==> src/lvf_pkg.sv <==
// Package for the linear volume fader: widths, limits, opcode and state enums,
// and the command/status structs between controller and datapath.
// No dependencies.
package lvf_pkg;

	localparam int VOL_W   = 7;
	localparam int DUR_W   = 16;
	localparam int TICK_W  = 10;
	// Tick numerator stays below 201 * (2**DUR_W - 1), which fits in 24 bits.
	localparam int NUM_W   = 24;
	localparam int DVS_W   = DUR_W + 1;
	localparam int CNT_W   = $clog2(NUM_W + 1);

	localparam logic [VOL_W-1:0]  MAX_VOLUME = 7'd100;
	localparam logic [TICK_W-1:0] TICK_RESET = 10'd20;

	typedef enum logic [1:0] {
		OP_FADE    = 2'd0,
		OP_FADE_IN = 2'd1,
		OP_TICK    = 2'd2,
		OP_STOP    = 2'd3
	} op_t;

	typedef enum logic [2:0] {
		ST_IDLE,
		ST_EVAL,
		ST_LOAD,
		ST_DIV,
		ST_FIN
	} state_t;

	typedef struct packed {
		logic load_item;
		logic div_dur;
		logic mul;
		logic div_tick;
		logic commit;
	} ctrl_cmd_t;

	typedef struct packed {
		logic need_dur_div;
		logic need_tick_div;
		logic div_done;
	} dp_status_t;

endpackage

==> src/lvf_cmd_if.sv <==
// Command channel of the volume fader: valid/ready plus the command payload.
// Depends on lvf_pkg.
interface lvf_cmd_if;
	logic                        valid;
	logic                        ready;
	lvf_pkg::op_t                op;
	logic [lvf_pkg::VOL_W-1:0]   target_volume;
	logic [lvf_pkg::DUR_W-1:0]   duration_ms;

	modport source (output valid, op, target_volume, duration_ms, input ready);
	modport sink   (input valid, op, target_volume, duration_ms, output ready);
endinterface

==> src/lvf_rsp_if.sv <==
// Result channel of the volume fader: valid/ready plus the result payload.
// Depends on lvf_pkg.
interface lvf_rsp_if;
	logic                      valid;
	logic                      ready;
	logic [lvf_pkg::VOL_W-1:0] volume;
	logic                      volume_written;
	logic                      fade_started;
	logic                      fade_progress;
	logic                      fade_finished;
	logic                      fading;

	modport source (output valid, volume, volume_written, fade_started, fade_progress,
		fade_finished, fading, input ready);
	modport sink   (input valid, volume, volume_written, fade_started, fade_progress,
		fade_finished, fading, output ready);
endinterface

==> src/lvf_div.sv <==
// Restoring serial divider, one quotient bit per cycle, shared by the step
// count and the tick volume computations. Depends on lvf_pkg.
module lvf_div (
	input  logic                        clk,
	input  logic                        arst_n,
	input  logic                        start,
	input  logic [lvf_pkg::NUM_W-1:0]   dividend,
	input  logic [lvf_pkg::DVS_W-1:0]   divisor,
	output logic [lvf_pkg::NUM_W-1:0]   quotient,
	output logic                        done
);
	localparam int NW = lvf_pkg::NUM_W;
	localparam int DW = lvf_pkg::DVS_W;
	localparam int CW = lvf_pkg::CNT_W;

	logic          busy_q;
	logic          done_q;
	logic [CW-1:0] cnt_q;
	logic [NW-1:0] acc_q;
	logic [DW-1:0] rem_q;
	logic [DW-1:0] dvs_q;

	logic [DW:0]   shifted;
	logic [DW+1:0] diff;
	logic          fits;

	assign shifted = {rem_q, acc_q[NW-1]};
	assign diff    = {1'b0, shifted} - {2'b00, dvs_q};
	assign fits    = ~diff[DW+1];

	always_ff @(posedge clk or negedge arst_n) begin
		if (!arst_n) begin
			busy_q <= 1'b0;
			done_q <= 1'b0;
			cnt_q  <= '0;
		end else begin
			done_q <= 1'b0;
			if (start) begin
				busy_q <= 1'b1;
				cnt_q  <= CW'(NW);
			end else if (busy_q) begin
				cnt_q <= cnt_q - 1'b1;
				if (cnt_q == CW'(1)) begin
					busy_q <= 1'b0;
					done_q <= 1'b1;
				end
			end
		end
	end

	// The dividend shifts out at the top while quotient bits shift in below.
	always_ff @(posedge clk) begin
		if (start) begin
			acc_q <= dividend;
			rem_q <= '0;
			dvs_q <= divisor;
		end else if (busy_q) begin
			acc_q <= {acc_q[NW-2:0], fits};
			rem_q <= fits ? diff[DW-1:0] : shifted[DW-1:0];
		end
	end

	assign quotient = acc_q;
	assign done     = done_q;
endmodule

==> src/lvf_dp.sv <==
// Datapath of the volume fader: item and fade state registers, tick interval
// register, multipliers, divider and result register. Depends on lvf_pkg, lvf_div.
module lvf_dp (
	input  logic                          clk,
	input  logic                          arst_n,
	input  logic                          cfg_we,
	input  logic [lvf_pkg::TICK_W-1:0]    cfg_wdata,
	input  lvf_pkg::op_t                  op_in,
	input  logic [lvf_pkg::VOL_W-1:0]     target_in,
	input  logic [lvf_pkg::DUR_W-1:0]     duration_in,
	input  lvf_pkg::ctrl_cmd_t            cmd,
	output lvf_pkg::dp_status_t           status,
	output logic [lvf_pkg::VOL_W-1:0]     volume,
	output logic                          volume_written,
	output logic                          fade_started,
	output logic                          fade_progress,
	output logic                          fade_finished,
	output logic                          fading
);
	localparam int VW = lvf_pkg::VOL_W;
	localparam int DW = lvf_pkg::DUR_W;
	localparam int TW = lvf_pkg::TICK_W;
	localparam int NW = lvf_pkg::NUM_W;
	localparam int SW = lvf_pkg::DVS_W;

	// Configuration and fade state.
	logic [TW-1:0] tick_q;
	logic          fading_q;
	logic [VW-1:0] cur_q;
	logic [VW-1:0] start_q;
	logic [VW-1:0] goal_q;
	logic [DW-1:0] done_q;
	logic [DW-1:0] total_q;

	// Item being worked on.
	lvf_pkg::op_t  op_q;
	logic [VW-1:0] tgt_q;
	logic [DW-1:0] dur_q;

	// Products for the tick volume.
	logic signed [VW+DW+1:0] prod_rk_q;
	logic [VW+DW-1:0]        prod_sn_q;

	// Result register.
	logic [VW-1:0] res_vol_q;
	logic          res_wr_q, res_start_q, res_prog_q, res_fin_q, res_fading_q;

	logic [TW-1:0]           tick_eff;
	logic [VW-1:0]           eff_cur;
	logic [DW-1:0]           k;
	logic                    begins;
	logic                    tick_live;
	logic                    tick_mid;
	logic signed [VW:0]      range_s;
	logic signed [NW+2:0]    num_full;
	logic                    div_start;
	logic [NW-1:0]           div_dvd;
	logic [SW-1:0]           div_dvs;
	logic [NW-1:0]           quo;
	logic                    div_done;
	logic [VW-1:0]           tick_vol;
	logic                    end_now;

	logic [VW-1:0] n_cur, n_start, n_goal;
	logic [DW-1:0] n_done, n_total;
	logic          n_fading;
	logic          wr, started, progress, finished;

	assign tick_eff  = (tick_q == '0) ? TW'(1) : tick_q;
	assign eff_cur   = (op_q == lvf_pkg::OP_FADE_IN) ? '0 : cur_q;
	assign k         = done_q + 1'b1;
	assign begins    = (op_q == lvf_pkg::OP_FADE || op_q == lvf_pkg::OP_FADE_IN)
		&& (dur_q != '0) && (eff_cur != tgt_q);
	assign tick_live = (op_q == lvf_pkg::OP_TICK) && fading_q;
	assign tick_mid  = tick_live && (k < total_q);
	assign range_s   = $signed({1'b0, goal_q}) - $signed({1'b0, start_q});

	// 2*s*n + 2*range*k + n, always positive while the fade is in progress.
	assign num_full = $signed({3'b000, prod_sn_q, 1'b0})
		+ $signed({prod_rk_q[VW+DW+1], prod_rk_q, 1'b0})
		+ $signed({{(NW+3-DW){1'b0}}, total_q});

	assign div_start = cmd.div_dur | cmd.div_tick;
	assign div_dvd   = cmd.div_tick ? num_full[NW-1:0] : {{(NW-DW){1'b0}}, dur_q};
	assign div_dvs   = cmd.div_tick ? {total_q, 1'b0} : {{(SW-TW){1'b0}}, tick_eff};

	lvf_div u_div (
		.clk      (clk),
		.arst_n   (arst_n),
		.start    (div_start),
		.dividend (div_dvd),
		.divisor  (div_dvs),
		.quotient (quo),
		.done     (div_done)
	);

	assign status.need_dur_div  = begins;
	assign status.need_tick_div = tick_mid;
	assign status.div_done      = div_done;

	assign tick_vol = tick_mid ? quo[VW-1:0] : goal_q;
	assign end_now  = !tick_mid || (goal_q > start_q && tick_vol >= goal_q)
		|| (goal_q < start_q && tick_vol <= goal_q);

	always_comb begin
		n_cur    = cur_q;
		n_start  = start_q;
		n_goal   = goal_q;
		n_done   = done_q;
		n_total  = total_q;
		n_fading = fading_q;
		wr       = 1'b0;
		started  = 1'b0;
		progress = 1'b0;
		finished = 1'b0;
		unique case (op_q)
			lvf_pkg::OP_FADE, lvf_pkg::OP_FADE_IN: begin
				if (op_q == lvf_pkg::OP_FADE_IN) begin
					n_cur    = '0;
					wr       = 1'b1;
					progress = 1'b1;
				end
				if (dur_q == '0) begin
					n_cur = tgt_q;
					wr    = 1'b1;
				end else if (begins) begin
					started  = !fading_q;
					n_fading = 1'b1;
					n_start  = eff_cur;
					n_goal   = tgt_q;
					n_done   = '0;
					n_total  = quo[DW-1:0];
				end
			end
			lvf_pkg::OP_TICK: begin
				if (tick_live) begin
					wr     = 1'b1;
					n_done = k;
					if (end_now) begin
						n_cur    = goal_q;
						n_fading = 1'b0;
						finished = 1'b1;
					end else begin
						n_cur    = tick_vol;
						progress = 1'b1;
					end
				end
			end
			lvf_pkg::OP_STOP: begin
				if (fading_q) begin
					n_fading = 1'b0;
					finished = 1'b1;
				end
			end
			default: ;
		endcase
	end

	always_ff @(posedge clk or negedge arst_n) begin
		if (!arst_n) begin
			tick_q   <= lvf_pkg::TICK_RESET;
			fading_q <= 1'b0;
			cur_q    <= '0;
			start_q  <= '0;
			goal_q   <= '0;
			done_q   <= '0;
			total_q  <= '0;
		end else begin
			if (cfg_we)
				tick_q <= cfg_wdata;
			if (cmd.commit) begin
				fading_q <= n_fading;
				cur_q    <= n_cur;
				start_q  <= n_start;
				goal_q   <= n_goal;
				done_q   <= n_done;
				total_q  <= n_total;
			end
		end
	end

	always_ff @(posedge clk) begin
		if (cmd.load_item) begin
			op_q  <= op_in;
			tgt_q <= (target_in > lvf_pkg::MAX_VOLUME) ? lvf_pkg::MAX_VOLUME : target_in;
			dur_q <= duration_in;
		end
		if (cmd.mul) begin
			prod_rk_q <= $signed({{(DW+1){range_s[VW]}}, range_s})
				* $signed({{(VW+2){1'b0}}, k});
			prod_sn_q <= {{DW{1'b0}}, start_q} * {{VW{1'b0}}, total_q};
		end
		if (cmd.commit) begin
			res_vol_q    <= n_cur;
			res_wr_q     <= wr;
			res_start_q  <= started;
			res_prog_q   <= progress;
			res_fin_q    <= finished;
			res_fading_q <= n_fading;
		end
	end

	assign volume         = res_vol_q;
	assign volume_written = res_wr_q;
	assign fade_started   = res_start_q;
	assign fade_progress  = res_prog_q;
	assign fade_finished  = res_fin_q;
	assign fading         = res_fading_q;
endmodule

==> src/lvf_ctrl.sv <==
// Controller of the volume fader: sequences each command through the datapath
// and owns the handshake flags of both channels. Depends on lvf_pkg.
module lvf_ctrl (
	input  logic                  clk,
	input  logic                  arst_n,
	input  logic                  cmd_valid,
	output logic                  cmd_ready,
	output logic                  rsp_valid,
	input  logic                  rsp_ready,
	input  lvf_pkg::dp_status_t   status,
	output lvf_pkg::ctrl_cmd_t    cmd
);
	lvf_pkg::state_t state_q, state_d;
	logic            out_valid_q;
	logic            out_free;

	assign out_free = !out_valid_q || rsp_ready;

	always_comb begin
		state_d = state_q;
		unique case (state_q)
			lvf_pkg::ST_IDLE: if (cmd_valid) state_d = lvf_pkg::ST_EVAL;
			lvf_pkg::ST_EVAL: begin
				priority if (status.need_dur_div) state_d = lvf_pkg::ST_DIV;
				else if (status.need_tick_div)    state_d = lvf_pkg::ST_LOAD;
				else                              state_d = lvf_pkg::ST_FIN;
			end
			lvf_pkg::ST_LOAD: state_d = lvf_pkg::ST_DIV;
			lvf_pkg::ST_DIV:  if (status.div_done) state_d = lvf_pkg::ST_FIN;
			lvf_pkg::ST_FIN:  if (out_free) state_d = lvf_pkg::ST_IDLE;
			default:          state_d = lvf_pkg::ST_IDLE;
		endcase
	end

	always_comb begin
		cmd       = '0;
		cmd_ready = 1'b0;
		unique case (state_q)
			lvf_pkg::ST_IDLE: begin
				cmd_ready     = 1'b1;
				cmd.load_item = cmd_valid;
			end
			lvf_pkg::ST_EVAL: begin
				cmd.div_dur = status.need_dur_div;
				cmd.mul     = !status.need_dur_div && status.need_tick_div;
			end
			lvf_pkg::ST_LOAD: cmd.div_tick = 1'b1;
			lvf_pkg::ST_DIV:  ;
			lvf_pkg::ST_FIN:  cmd.commit = out_free;
			default: ;
		endcase
	end

	always_ff @(posedge clk or negedge arst_n) begin
		if (!arst_n) begin
			state_q     <= lvf_pkg::ST_IDLE;
			out_valid_q <= 1'b0;
		end else begin
			state_q <= state_d;
			if (cmd.commit)
				out_valid_q <= 1'b1;
			else if (rsp_ready)
				out_valid_q <= 1'b0;
		end
	end

	assign rsp_valid = out_valid_q;
endmodule

==> src/linear_volume_fader.sv <==
// Top level of the linear volume fader: controller plus datapath.
// Depends on lvf_pkg, lvf_cmd_if, lvf_rsp_if, lvf_ctrl, lvf_dp.
//
//   Channel   Kind       Direction  Contents
//   cmd       valid/rdy  in         op, target_volume, duration_ms
//   rsp       valid/rdy  out        volume and five status flags
//   cfg       write      in         tick_interval_ms (cfg_we, cfg_wdata)
//
// A command with no division (stop, idle tick, immediate set) passes through
// the idle, evaluate and finish states. A fade start runs the shared serial
// divider after evaluate, and an intermediate tick runs it after a load state.
// One command is in flight at a time; the next transfer is taken while the
// previous result still waits in the output register. Reset clears all fade
// state to zero and the tick interval to 20.
module linear_volume_fader (
	input  logic                        clk,
	input  logic                        arst_n,
	lvf_cmd_if.sink                     cmd,
	lvf_rsp_if.source                   rsp,
	input  logic                        cfg_we,
	input  logic [lvf_pkg::TICK_W-1:0]  cfg_wdata
);
	lvf_pkg::ctrl_cmd_t  ctrl_cmd;
	lvf_pkg::dp_status_t dp_status;

	lvf_ctrl u_ctrl (
		.clk       (clk),
		.arst_n    (arst_n),
		.cmd_valid (cmd.valid),
		.cmd_ready (cmd.ready),
		.rsp_valid (rsp.valid),
		.rsp_ready (rsp.ready),
		.status    (dp_status),
		.cmd       (ctrl_cmd)
	);

	lvf_dp u_dp (
		.clk            (clk),
		.arst_n         (arst_n),
		.cfg_we         (cfg_we),
		.cfg_wdata      (cfg_wdata),
		.op_in          (cmd.op),
		.target_in      (cmd.target_volume),
		.duration_in    (cmd.duration_ms),
		.cmd            (ctrl_cmd),
		.status         (dp_status),
		.volume         (rsp.volume),
		.volume_written (rsp.volume_written),
		.fade_started   (rsp.fade_started),
		.fade_progress  (rsp.fade_progress),
		.fade_finished  (rsp.fade_finished),
		.fading         (rsp.fading)
	);

`ifndef SYNTH
	// Only one command is worked on at a time.
	a_one_at_a_time: assert property (@(posedge clk) disable iff (!arst_n)
		cmd.valid && cmd.ready |=> !cmd.ready)
		else $error("command taken while another is in flight");

	a_vol_range: assert property (@(posedge clk) disable iff (!arst_n)
		rsp.valid |-> rsp.volume <= lvf_pkg::MAX_VOLUME)
		else $error("volume above maximum");

	a_prog_fin: assert property (@(posedge clk) disable iff (!arst_n)
		rsp.valid |-> !(rsp.fade_progress && rsp.fade_finished))
		else $error("progress and finish reported together");

	a_start_fading: assert property (@(posedge clk) disable iff (!arst_n)
		rsp.valid && rsp.fade_started |-> rsp.fading && !rsp.fade_finished)
		else $error("fade started but not running");
`endif
endmodule
==> src/flat_wrapper.sv <==
// flat-port wrapper written by rule: the top's interface ports become plain ports
module linear_volume_fader_flat 
  (clk, arst_n, cfg_we, cfg_wdata, cmd_valid, cmd_op, cmd_target_volume, cmd_duration_ms, cmd_ready, rsp_valid, rsp_volume, rsp_volume_written, rsp_fade_started, rsp_fade_progress, rsp_fade_finished, rsp_fading, rsp_ready);
  lvf_cmd_if cmd_i ();
  lvf_rsp_if rsp_i ();
  input  logic clk;
  input  logic arst_n;
  input  logic cfg_we;
  input  logic [lvf_pkg::TICK_W-1:0] cfg_wdata;
  input wire logic [$bits(cmd_i.valid)-1:0] cmd_valid;
  input wire logic [$bits(cmd_i.op)-1:0] cmd_op;
  input wire logic [$bits(cmd_i.target_volume)-1:0] cmd_target_volume;
  input wire logic [$bits(cmd_i.duration_ms)-1:0] cmd_duration_ms;
  output wire logic [$bits(cmd_i.ready)-1:0] cmd_ready;
  output wire logic [$bits(rsp_i.valid)-1:0] rsp_valid;
  output wire logic [$bits(rsp_i.volume)-1:0] rsp_volume;
  output wire logic [$bits(rsp_i.volume_written)-1:0] rsp_volume_written;
  output wire logic [$bits(rsp_i.fade_started)-1:0] rsp_fade_started;
  output wire logic [$bits(rsp_i.fade_progress)-1:0] rsp_fade_progress;
  output wire logic [$bits(rsp_i.fade_finished)-1:0] rsp_fade_finished;
  output wire logic [$bits(rsp_i.fading)-1:0] rsp_fading;
  input wire logic [$bits(rsp_i.ready)-1:0] rsp_ready;
  assign cmd_i.valid = cmd_valid;
  assign cmd_i.op = cmd_op;
  assign cmd_i.target_volume = cmd_target_volume;
  assign cmd_i.duration_ms = cmd_duration_ms;
  assign cmd_ready = cmd_i.ready;
  assign rsp_valid = rsp_i.valid;
  assign rsp_volume = rsp_i.volume;
  assign rsp_volume_written = rsp_i.volume_written;
  assign rsp_fade_started = rsp_i.fade_started;
  assign rsp_fade_progress = rsp_i.fade_progress;
  assign rsp_fade_finished = rsp_i.fade_finished;
  assign rsp_fading = rsp_i.fading;
  assign rsp_i.ready = rsp_ready;
  linear_volume_fader u_core (.clk(clk), .arst_n(arst_n), .cmd(cmd_i), .rsp(rsp_i), .cfg_we(cfg_we), .cfg_wdata(cfg_wdata));
endmodule
==> config.mk <==
export PLATFORM = sky130hd
export DESIGN_NAME = linear_volume_fader_flat
export DESIGN_NICKNAME = d
export VERILOG_FILES = /design/src/lvf_pkg.sv /design/src/lvf_cmd_if.sv /design/src/lvf_rsp_if.sv /design/src/lvf_div.sv /design/src/lvf_dp.sv /design/src/lvf_ctrl.sv /design/src/linear_volume_fader.sv /design/src/flat_wrapper.sv
export SDC_FILE = /design/constraint.sdc
export NUM_CORES = 1
export LEC_CHECK = 0
export BUFFER_PORTS_ARGS = -buffer_cell sky130_fd_sc_hd__buf_2
export CORE_UTILIZATION = 60
export DETAILED_ROUTE_END_ITERATION = 8
export PLACE_DENSITY = 0.77
export SLEW_MARGIN = 20
export SYNTH_ARGS = -nofsm -noshare
export SYNTH_HDL_FRONTEND = slang
export SYNTH_SLANG_ARGS = --single-unit
==> constraint.sdc <==
create_clock -name clk -period 18.4 [get_ports clk]
set_clock_uncertainty 0.15 [all_clocks]
set_input_delay 1.84 -clock clk [delete_from_list [all_inputs] [get_ports clk]]
set_output_delay 1.84 -clock clk [all_outputs]
set_load 0.005 [all_outputs]
* Word level (Yosys, flattened, before mapping)
Cells that the tools add are included.
** Word-level totals
- Register bits after elaboration :: 216
- Output and inout port bits :: 14
- Word-level logic and storage cells :: 143
- Bits of input ports :: 40
** Cells by class
- Order comparisons :: 6
- Reductions and logical operators :: 28
- Multiplexer cells :: 53
- Bitwise operators :: 5
- Equal/unequal tests :: 15
- $add $sub $neg :: 6
- Multipliers :: 2
** Operators by type and width (count)
- $mux 24 :: 3
- $mux 16 :: 3
- $mux 7 :: 5
- $pmux 16 s2 :: 1
- $add 24x17->24 :: 1
- $add 24x24->24 :: 1
- $mux 1 :: 24
- $mul 7x16->23 :: 1
- $mul 8x17->23 :: 1
- $mux 10 :: 2
- $sub 18x17->19 :: 1
- $mux 17 :: 1
- $add 16x1->16 const B :: 1
- $logic_not 16->1 :: 1
- $lt 16x16->1 :: 1
- $reduce_bool 16->1 :: 1
- $mux 3 :: 5
- $pmux 3 s5 :: 1
- $pmux 7 s2 :: 1
- $ne 2x2->1 const B :: 6
- $logic_not 10->1 :: 1
- $mux 5 :: 2
- $sub 7x7->8 :: 1
- $ge 7x7->1 :: 1
- 28 further kinds :: 49

* Depth between registers and ports, before layout
- Word-level depth :: 11
- Depth in mapped cells :: 27
- Gate-level depth less buffers :: 26

* Hierarchy
A second synthesis with hierarchy kept.
** Second synthesis, totals
- Cell total of the unflattened synthesis :: 2014
- Area, all modules :: 19623.8 um^2
** Modules (own cells, without submodules)
- lvf_dp :: cells each 1672, seq. area each 4096.4 um^2, times used 1, area each 15870.2 um^2
- lvf_div :: cells each 313, seq. area each 1746.7 um^2, times used 1, area each 3504.6 um^2
- lvf_ctrl :: cells each 29, seq. area each 100.1 um^2, times used 1, area each 249.0 um^2

* Worst setup path before layout
OpenSTA, ideal clock, no wires.
- Path kind :: register to register
- Start point :: register u_core.u_dp.done_q[0]
- End point :: register u_core.u_dp.prod_rk_q[0] (enable)
- Buffers on the path :: 1
- Cell stages (with the launch flop) :: 17
- Setup time :: 0.506 ns
- Arrival :: 6.297 ns
- Slack :: 11.447 ns
- Required time :: 17.744 ns
- Period minus slack after synthesis :: 6.953 ns
- Cells stage by stage :: dfrtp_1 -> ha_1 -> nand3_2 -> nor2_4 -> and3_1 -> and3_1 -> buf_4 -> nand3_2 -> xor2_1 -> inv_1 -> ha_1 -> nand3_1 -> nor3_1 -> a221o_1 -> a21oi_1 -> o21ai_1 -> nor3_1
** RTL lines
- start: declaration :: RTL line lvf_dp.sv:32 : logic [DW-1:0] done_q;
- start signal: assignment :: RTL line lvf_dp.sv:176 : done_q <= n_done;
- end signal: assignment :: RTL line lvf_dp.sv:189 : prod_rk_q <= $signed({{(DW+1){range_s[VW]}}, range_s})
- end: declaration :: RTL line lvf_dp.sv:41 : logic signed [VW+DW+1:0] prod_rk_q;

* Worst setup path in the final report
- Start point :: register u_core.u_dp.start_q[1]
- End point :: register u_core.u_dp.prod_rk_q[17], data pin
** Between the ends
- Longest elaborated chain between the ends :: 2
** Ends and longest elaborated chain
- start: declaration :: RTL line lvf_dp.sv:30 : logic [VW-1:0] start_q;
- start signal: assignment :: RTL line lvf_dp.sv:174 : start_q <= n_start;
- $sub 7x7->8 :: RTL line lvf_dp.sv:76 : assign range_s = $signed({1'b0, goal_q}) - $signed({1'b0, start_q});
- $mul 8x17->23 :: RTL line lvf_dp.sv:190 : * $signed({{(VW+2){1'b0}}, k});
No other way between the ends.
A chain may end at the register's enable or synchronous reset.

==> PnR_summary.wiki <==
{| class="wikitable"
! Metric !! Value
|-
| Count of cells along the worst register-to-register path || 23
|-
| Final std cell area, no fill || 21,000 um2
|-
| Setup TNS || 0 ns
|-
| Sequential group share of total power || 0.239
|-
| CTS tree || built
|-
| Width of the die || 183 um
|-
| Pin count of the biggest net entering global routing || 76
|-
| Post-CTS setup repair buffer count || 0
|-
| Reg2reg setup slack || 10.52 ns
|-
| Fraction of registers with async set/reset || 0.347
|-
| Total placed instance area || 20,100 um2
|-
| Total area of sequential cells || 5940 um2
|-
| Synth unique cells || 100
|-
| Multi-input gate area || 12,300 um2
|-
| Number of buffers inserted by port buffering || 53
|-
| Total number of vias || 14,700
|-
| Maximum clock frequency || 127 MHz
|-
| Starting utilization of the core area || 0.616
|-
| GRT Resource Usage Total || 0.298
|-
| Inserted Clock Buffers || 25
|-
| PnR Total Power || 3970 uW
|-
| Outcome || complete, no violations
|-
| Core region area || 31,800 um2
|-
| Area share of the leading cell type in the synthesized netlist || 0.190
|-
| Minimum setup slack in the final design || 10.52 ns
|-
| Drt initial violations || 1,314
|-
| Final-stage net count || 2,411
|-
| Worst Setup Slack post-DPL || 10.65 ns
|-
| Launching point of the worst reg2reg path || u_core.u_dp.start_q[1]
|-
| Ranking of synthesized cells by area || sky130_fd_sc_hd__edfxtp_1, sky130_fd_sc_hd__fa_1, sky130_fd_sc_hd__ha_1
|-
| Die height || 183 um
|-
| Unrepaired setup endpoints after global routing || no
|-
| PD cells || 189 nW/um2
|-
| Number of flops mapped to enable cells by yosys || 124
|-
| Maximum root-to-sink buffer count || 3
|-
| Critical setup path kind || flop to flop
|-
| Highest metal layer used by the detailed router || met4
|-
| Flops & latches, synth || 216
|-
| Internal power component || 2040 uW
|-
| Startpoint of the most critical hold path || u_core.u_dp.u_div.rem_q[7]
|-
| Final setup vio count || 0
|-
| Combinational share of power || 0.633
|-
| Maximum resistive drop on vdd || 0.107 mV
|-
| Min-delay worst type || flop to flop
|-
| Sequential share of the synthesized area || 0.303
|-
| Reported max-cap violation count || 0
|-
| Period utilisation layout || 0.428
|-
| Post-cts sizing count || 0
|-
| Layout area overhead || 7.00%
|-
| WL met1 || 19,900 um
|-
| Avg Cell Area, Syn || 9.73 um2
|-
| Synthesized Nets || 2,395
|-
| Total routed wirelength || 48,300 um
|-
| Antenna violations before repair || 0
|-
| Detailed Place HPWL || 37,000 um
|-
| Count of nets left with antenna violations after detail routing || 0
|-
| Length of routed met2 wiring || 22,700 um
|-
| Placer's final routability congestion estimate || 0.967
|-
| Type of element capturing the critical path || flop
|-
| Detailed-route wire length per cell || 19.4 um
|-
| Clock period minus worst slack || 7.88 ns
|-
| Number of clock sinks || 216
|-
| Wire length on met3 || 3960 um
|-
| Final number of hold-violating endpoints || 0
|-
| Worst path arrival time || 8.03 ns
|-
| I/O Pins || 54
|-
| DR pass1 iterations || 5
|-
| Number of global-route vias before repair || 14,700
|-
| Count of warnings emitted by yosys || 0
|-
| Most common cell in the netlist || sky130_fd_sc_hd__inv_1
|-
| Std cell rows || 65
|-
| Reg clk slew, reported paths || 0.07 ns
|-
| Worst-margin pin slew || 1.12 ns
|-
| Worst skew pair latency || 0.56 ns
|-
| Max-slew violations || 0
|-
| Fraction of layout instances using a drive strength above 1 || 0.0908
|-
| Required time worst endpoint || 18.55 ns
|-
| Net switching component of the power || 1920 uW
|-
| Average via count per standard cell || 5.93
|-
| Clock H-tree levels || 1
|-
| Wire length of the first global-routing pass || 77,500 um
|-
| Instance count of the mapped netlist || 2,013
|-
| Worst hold endpoint || u_core.u_dp.u_div.rem_q[7]
|-
| Drt drc || 0
|-
| Hold bufs inserted after CTS || 0
|-
| Most numerous cell types in the synthesized netlist || sky130_fd_sc_hd__inv_1, sky130_fd_sc_hd__nand2_1, sky130_fd_sc_hd__nor2_1
|-
| Number of fill cells in the layout || 2,544
|-
| Die area || 33,400 um2
|-
| Switching portion of total power || 0.485
|-
| Biggest fanout along the worst timing path || 16
|-
| Area leader, netlist || sky130_fd_sc_hd__edfxtp_1
|-
| Worst Hold Depth || 2
|-
| Root Buffer Master || sky130_fd_sc_hd__clkbuf_16
|-
| Static leakage || 0.00966 uW
|-
| Global-route congestion overflow total || 0
|-
| CP Launch Type || flop
|-
| Primary FF master, synth || sky130_fd_sc_hd__edfxtp_1
|-
| Clock power frac || 0.128
|-
| Headroom to the max-slew limit || 0.251
|-
| Worst R2R End || u_core.u_dp.prod_rk_q[17]
|-
| Post-synth design cell area || 19,600 um2
|}
==> area by class of cell <==
class / count / area share
multi-input combinational: 1453 / 0.586
tap: 435 / 0.0260
antenna: 1 / 0.000119
sequential: 216 / 0.284
inverter: 268 / 0.0484
clock inverter: 12 / 0.00597
timing repair buffer: 65 / 0.0173
clock buffer: 34 / 0.0329
==> cell families (layout without fill, tap and decap cells) <==
family | count (synthesis) | in the layout | synth area share
buf+inv | 344 | 379 | 0.0702
compound gates | 358 | 358 | 0.121
fa+ha+maj | 342 | 342 | 0.284
other cells | 0 | 1 | 0
xor+xnor | 89 | 89 | 0.0408
simple gates | 599 | 599 | 0.144
mux | 65 | 65 | 0.0362
flops | 216 | 216 | 0.303
==> state kept, by name (all words and copies together), names as in the netlist, 5 cells and up <==
name and count:
u_core.u_dp.volume 7, u_core.u_dp.u_div.cnt_q 5, u_core.u_dp.prod_rk_q 23, u_core.u_dp.cur_q 7, u_core.u_dp.goal_q 7, u_core.u_dp.tgt_q 7, u_core.u_dp.prod_sn_q 23, u_core.u_dp.start_q 7
u_core.u_dp.total_q 16, u_core.u_dp.u_div.quotient 24, u_core.u_dp.done_q 16, u_core.u_dp.u_div.dvs_q 17, u_core.u_dp.u_div.rem_q 17, u_core.u_dp.tick_q 10, u_core.u_dp.dur_q 16
==> placed cells by master (no fill, tap or decap), drive strengths merged, types with 10 or more instances in the layout <==
master	instances
fa	172
dfrtp	73
edfxtp	124
o211ai	11
mux2i	22
nor2b	22
a21oi	74
a22oi	12
a21o	19
a31oi	10
nor2	190
inv	270
and3	11
o21a	17
dfxtp	17
clkbuf	34
and2	38
a211oi	19
nor3	20
nand3	26
mux2	43
ha	170
nand2b	13
xnor2	64
or2	10
buf	65
xor2	25
or3	16
nand2	217
o21ai	121
==> per-layer routing <==
| layer | global-route usage | vias up |
|---|---|---|
| met3 | 0.0509 | 120 |
| li1 | - | 6796 |
| met4 | 0.103 | 0 |
| met1 | 0.404 | 7211 |
| met2 | 0.483 | 608 |
| met5 | 0 | - |
==> how the worst max path moves through the flow <==
stage | slack [ns] | end | start | cells after the start
after CTS | 10.66 | u_core.u_dp.prod_rk_q[17] | u_core.u_dp.start_q[1] | 23
after global routing | 10.04 | u_core.u_dp.prod_rk_q[17] | u_core.u_dp.start_q[1] | 23
final | 10.52 | u_core.u_dp.prod_rk_q[17] | u_core.u_dp.start_q[1] | 23
after floorplan | 11.45 | u_core.u_dp.prod_rk_q[0] | u_core.u_dp.done_q[0] | 16
after global placement | 10.89 | u_core.u_dp.prod_rk_q[17] | u_core.u_dp.start_q[1] | 23
after detailed placement | 10.65 | u_core.u_dp.prod_rk_q[17] | u_core.u_dp.start_q[1] | 23
==> worst max-delay path, cell delays in order, from the launching register on <==
cell	delay, ns
sky130_fd_sc_hd__dfrtp_1	0.71
sky130_fd_sc_hd__inv_1	0.23
sky130_fd_sc_hd__ha_1	0.36
sky130_fd_sc_hd__nor2b_1	0.14
sky130_fd_sc_hd__o21ai_0	0.22
sky130_fd_sc_hd__a21oi_1	0.14
sky130_fd_sc_hd__or3_1	0.41
sky130_fd_sc_hd__xnor2_1	0.89
sky130_fd_sc_hd__nor2_1	0.16
sky130_fd_sc_hd__fa_1	0.51
sky130_fd_sc_hd__fa_1	0.52
sky130_fd_sc_hd__fa_1	0.54
sky130_fd_sc_hd__inv_1	0.06
sky130_fd_sc_hd__fa_1	0.54
sky130_fd_sc_hd__inv_1	0.04
sky130_fd_sc_hd__ha_1	0.35
sky130_fd_sc_hd__a21oi_1	0.21
sky130_fd_sc_hd__nor3b_1	0.29
sky130_fd_sc_hd__a211oi_1	0.14
sky130_fd_sc_hd__o21a_1	0.20
sky130_fd_sc_hd__o21ai_0	0.32
sky130_fd_sc_hd__a21boi_0	0.21
sky130_fd_sc_hd__o22ai_1	0.21
sky130_fd_sc_hd__xnor2_1	0.09
==> power groups by stage <==
stage                     logic, uW  registers (uW)  clock network [uW]
after global placement         2380             943                   0
after detailed placement       2470             948                   0
after floorplan                1970             811                   0
after global routing           2810             966                 530
after CTS                      2490             941                 511
final                          2510             950                 508
==> stage by stage <==
step / instances / hold slack [ns] / utilization
floorplan: 2013 / 0.309 / -
global placement: 2437 / 0.317 / 0.633
detailed placement: 2437 / 0.340 / 0.633
CTS: 2483 / 0.354 / 0.659
global route: 2483 / 0.368 / 0.659
finish: 2484 / 0.352 / 0.659
Power figures use the tool's default switching activity.
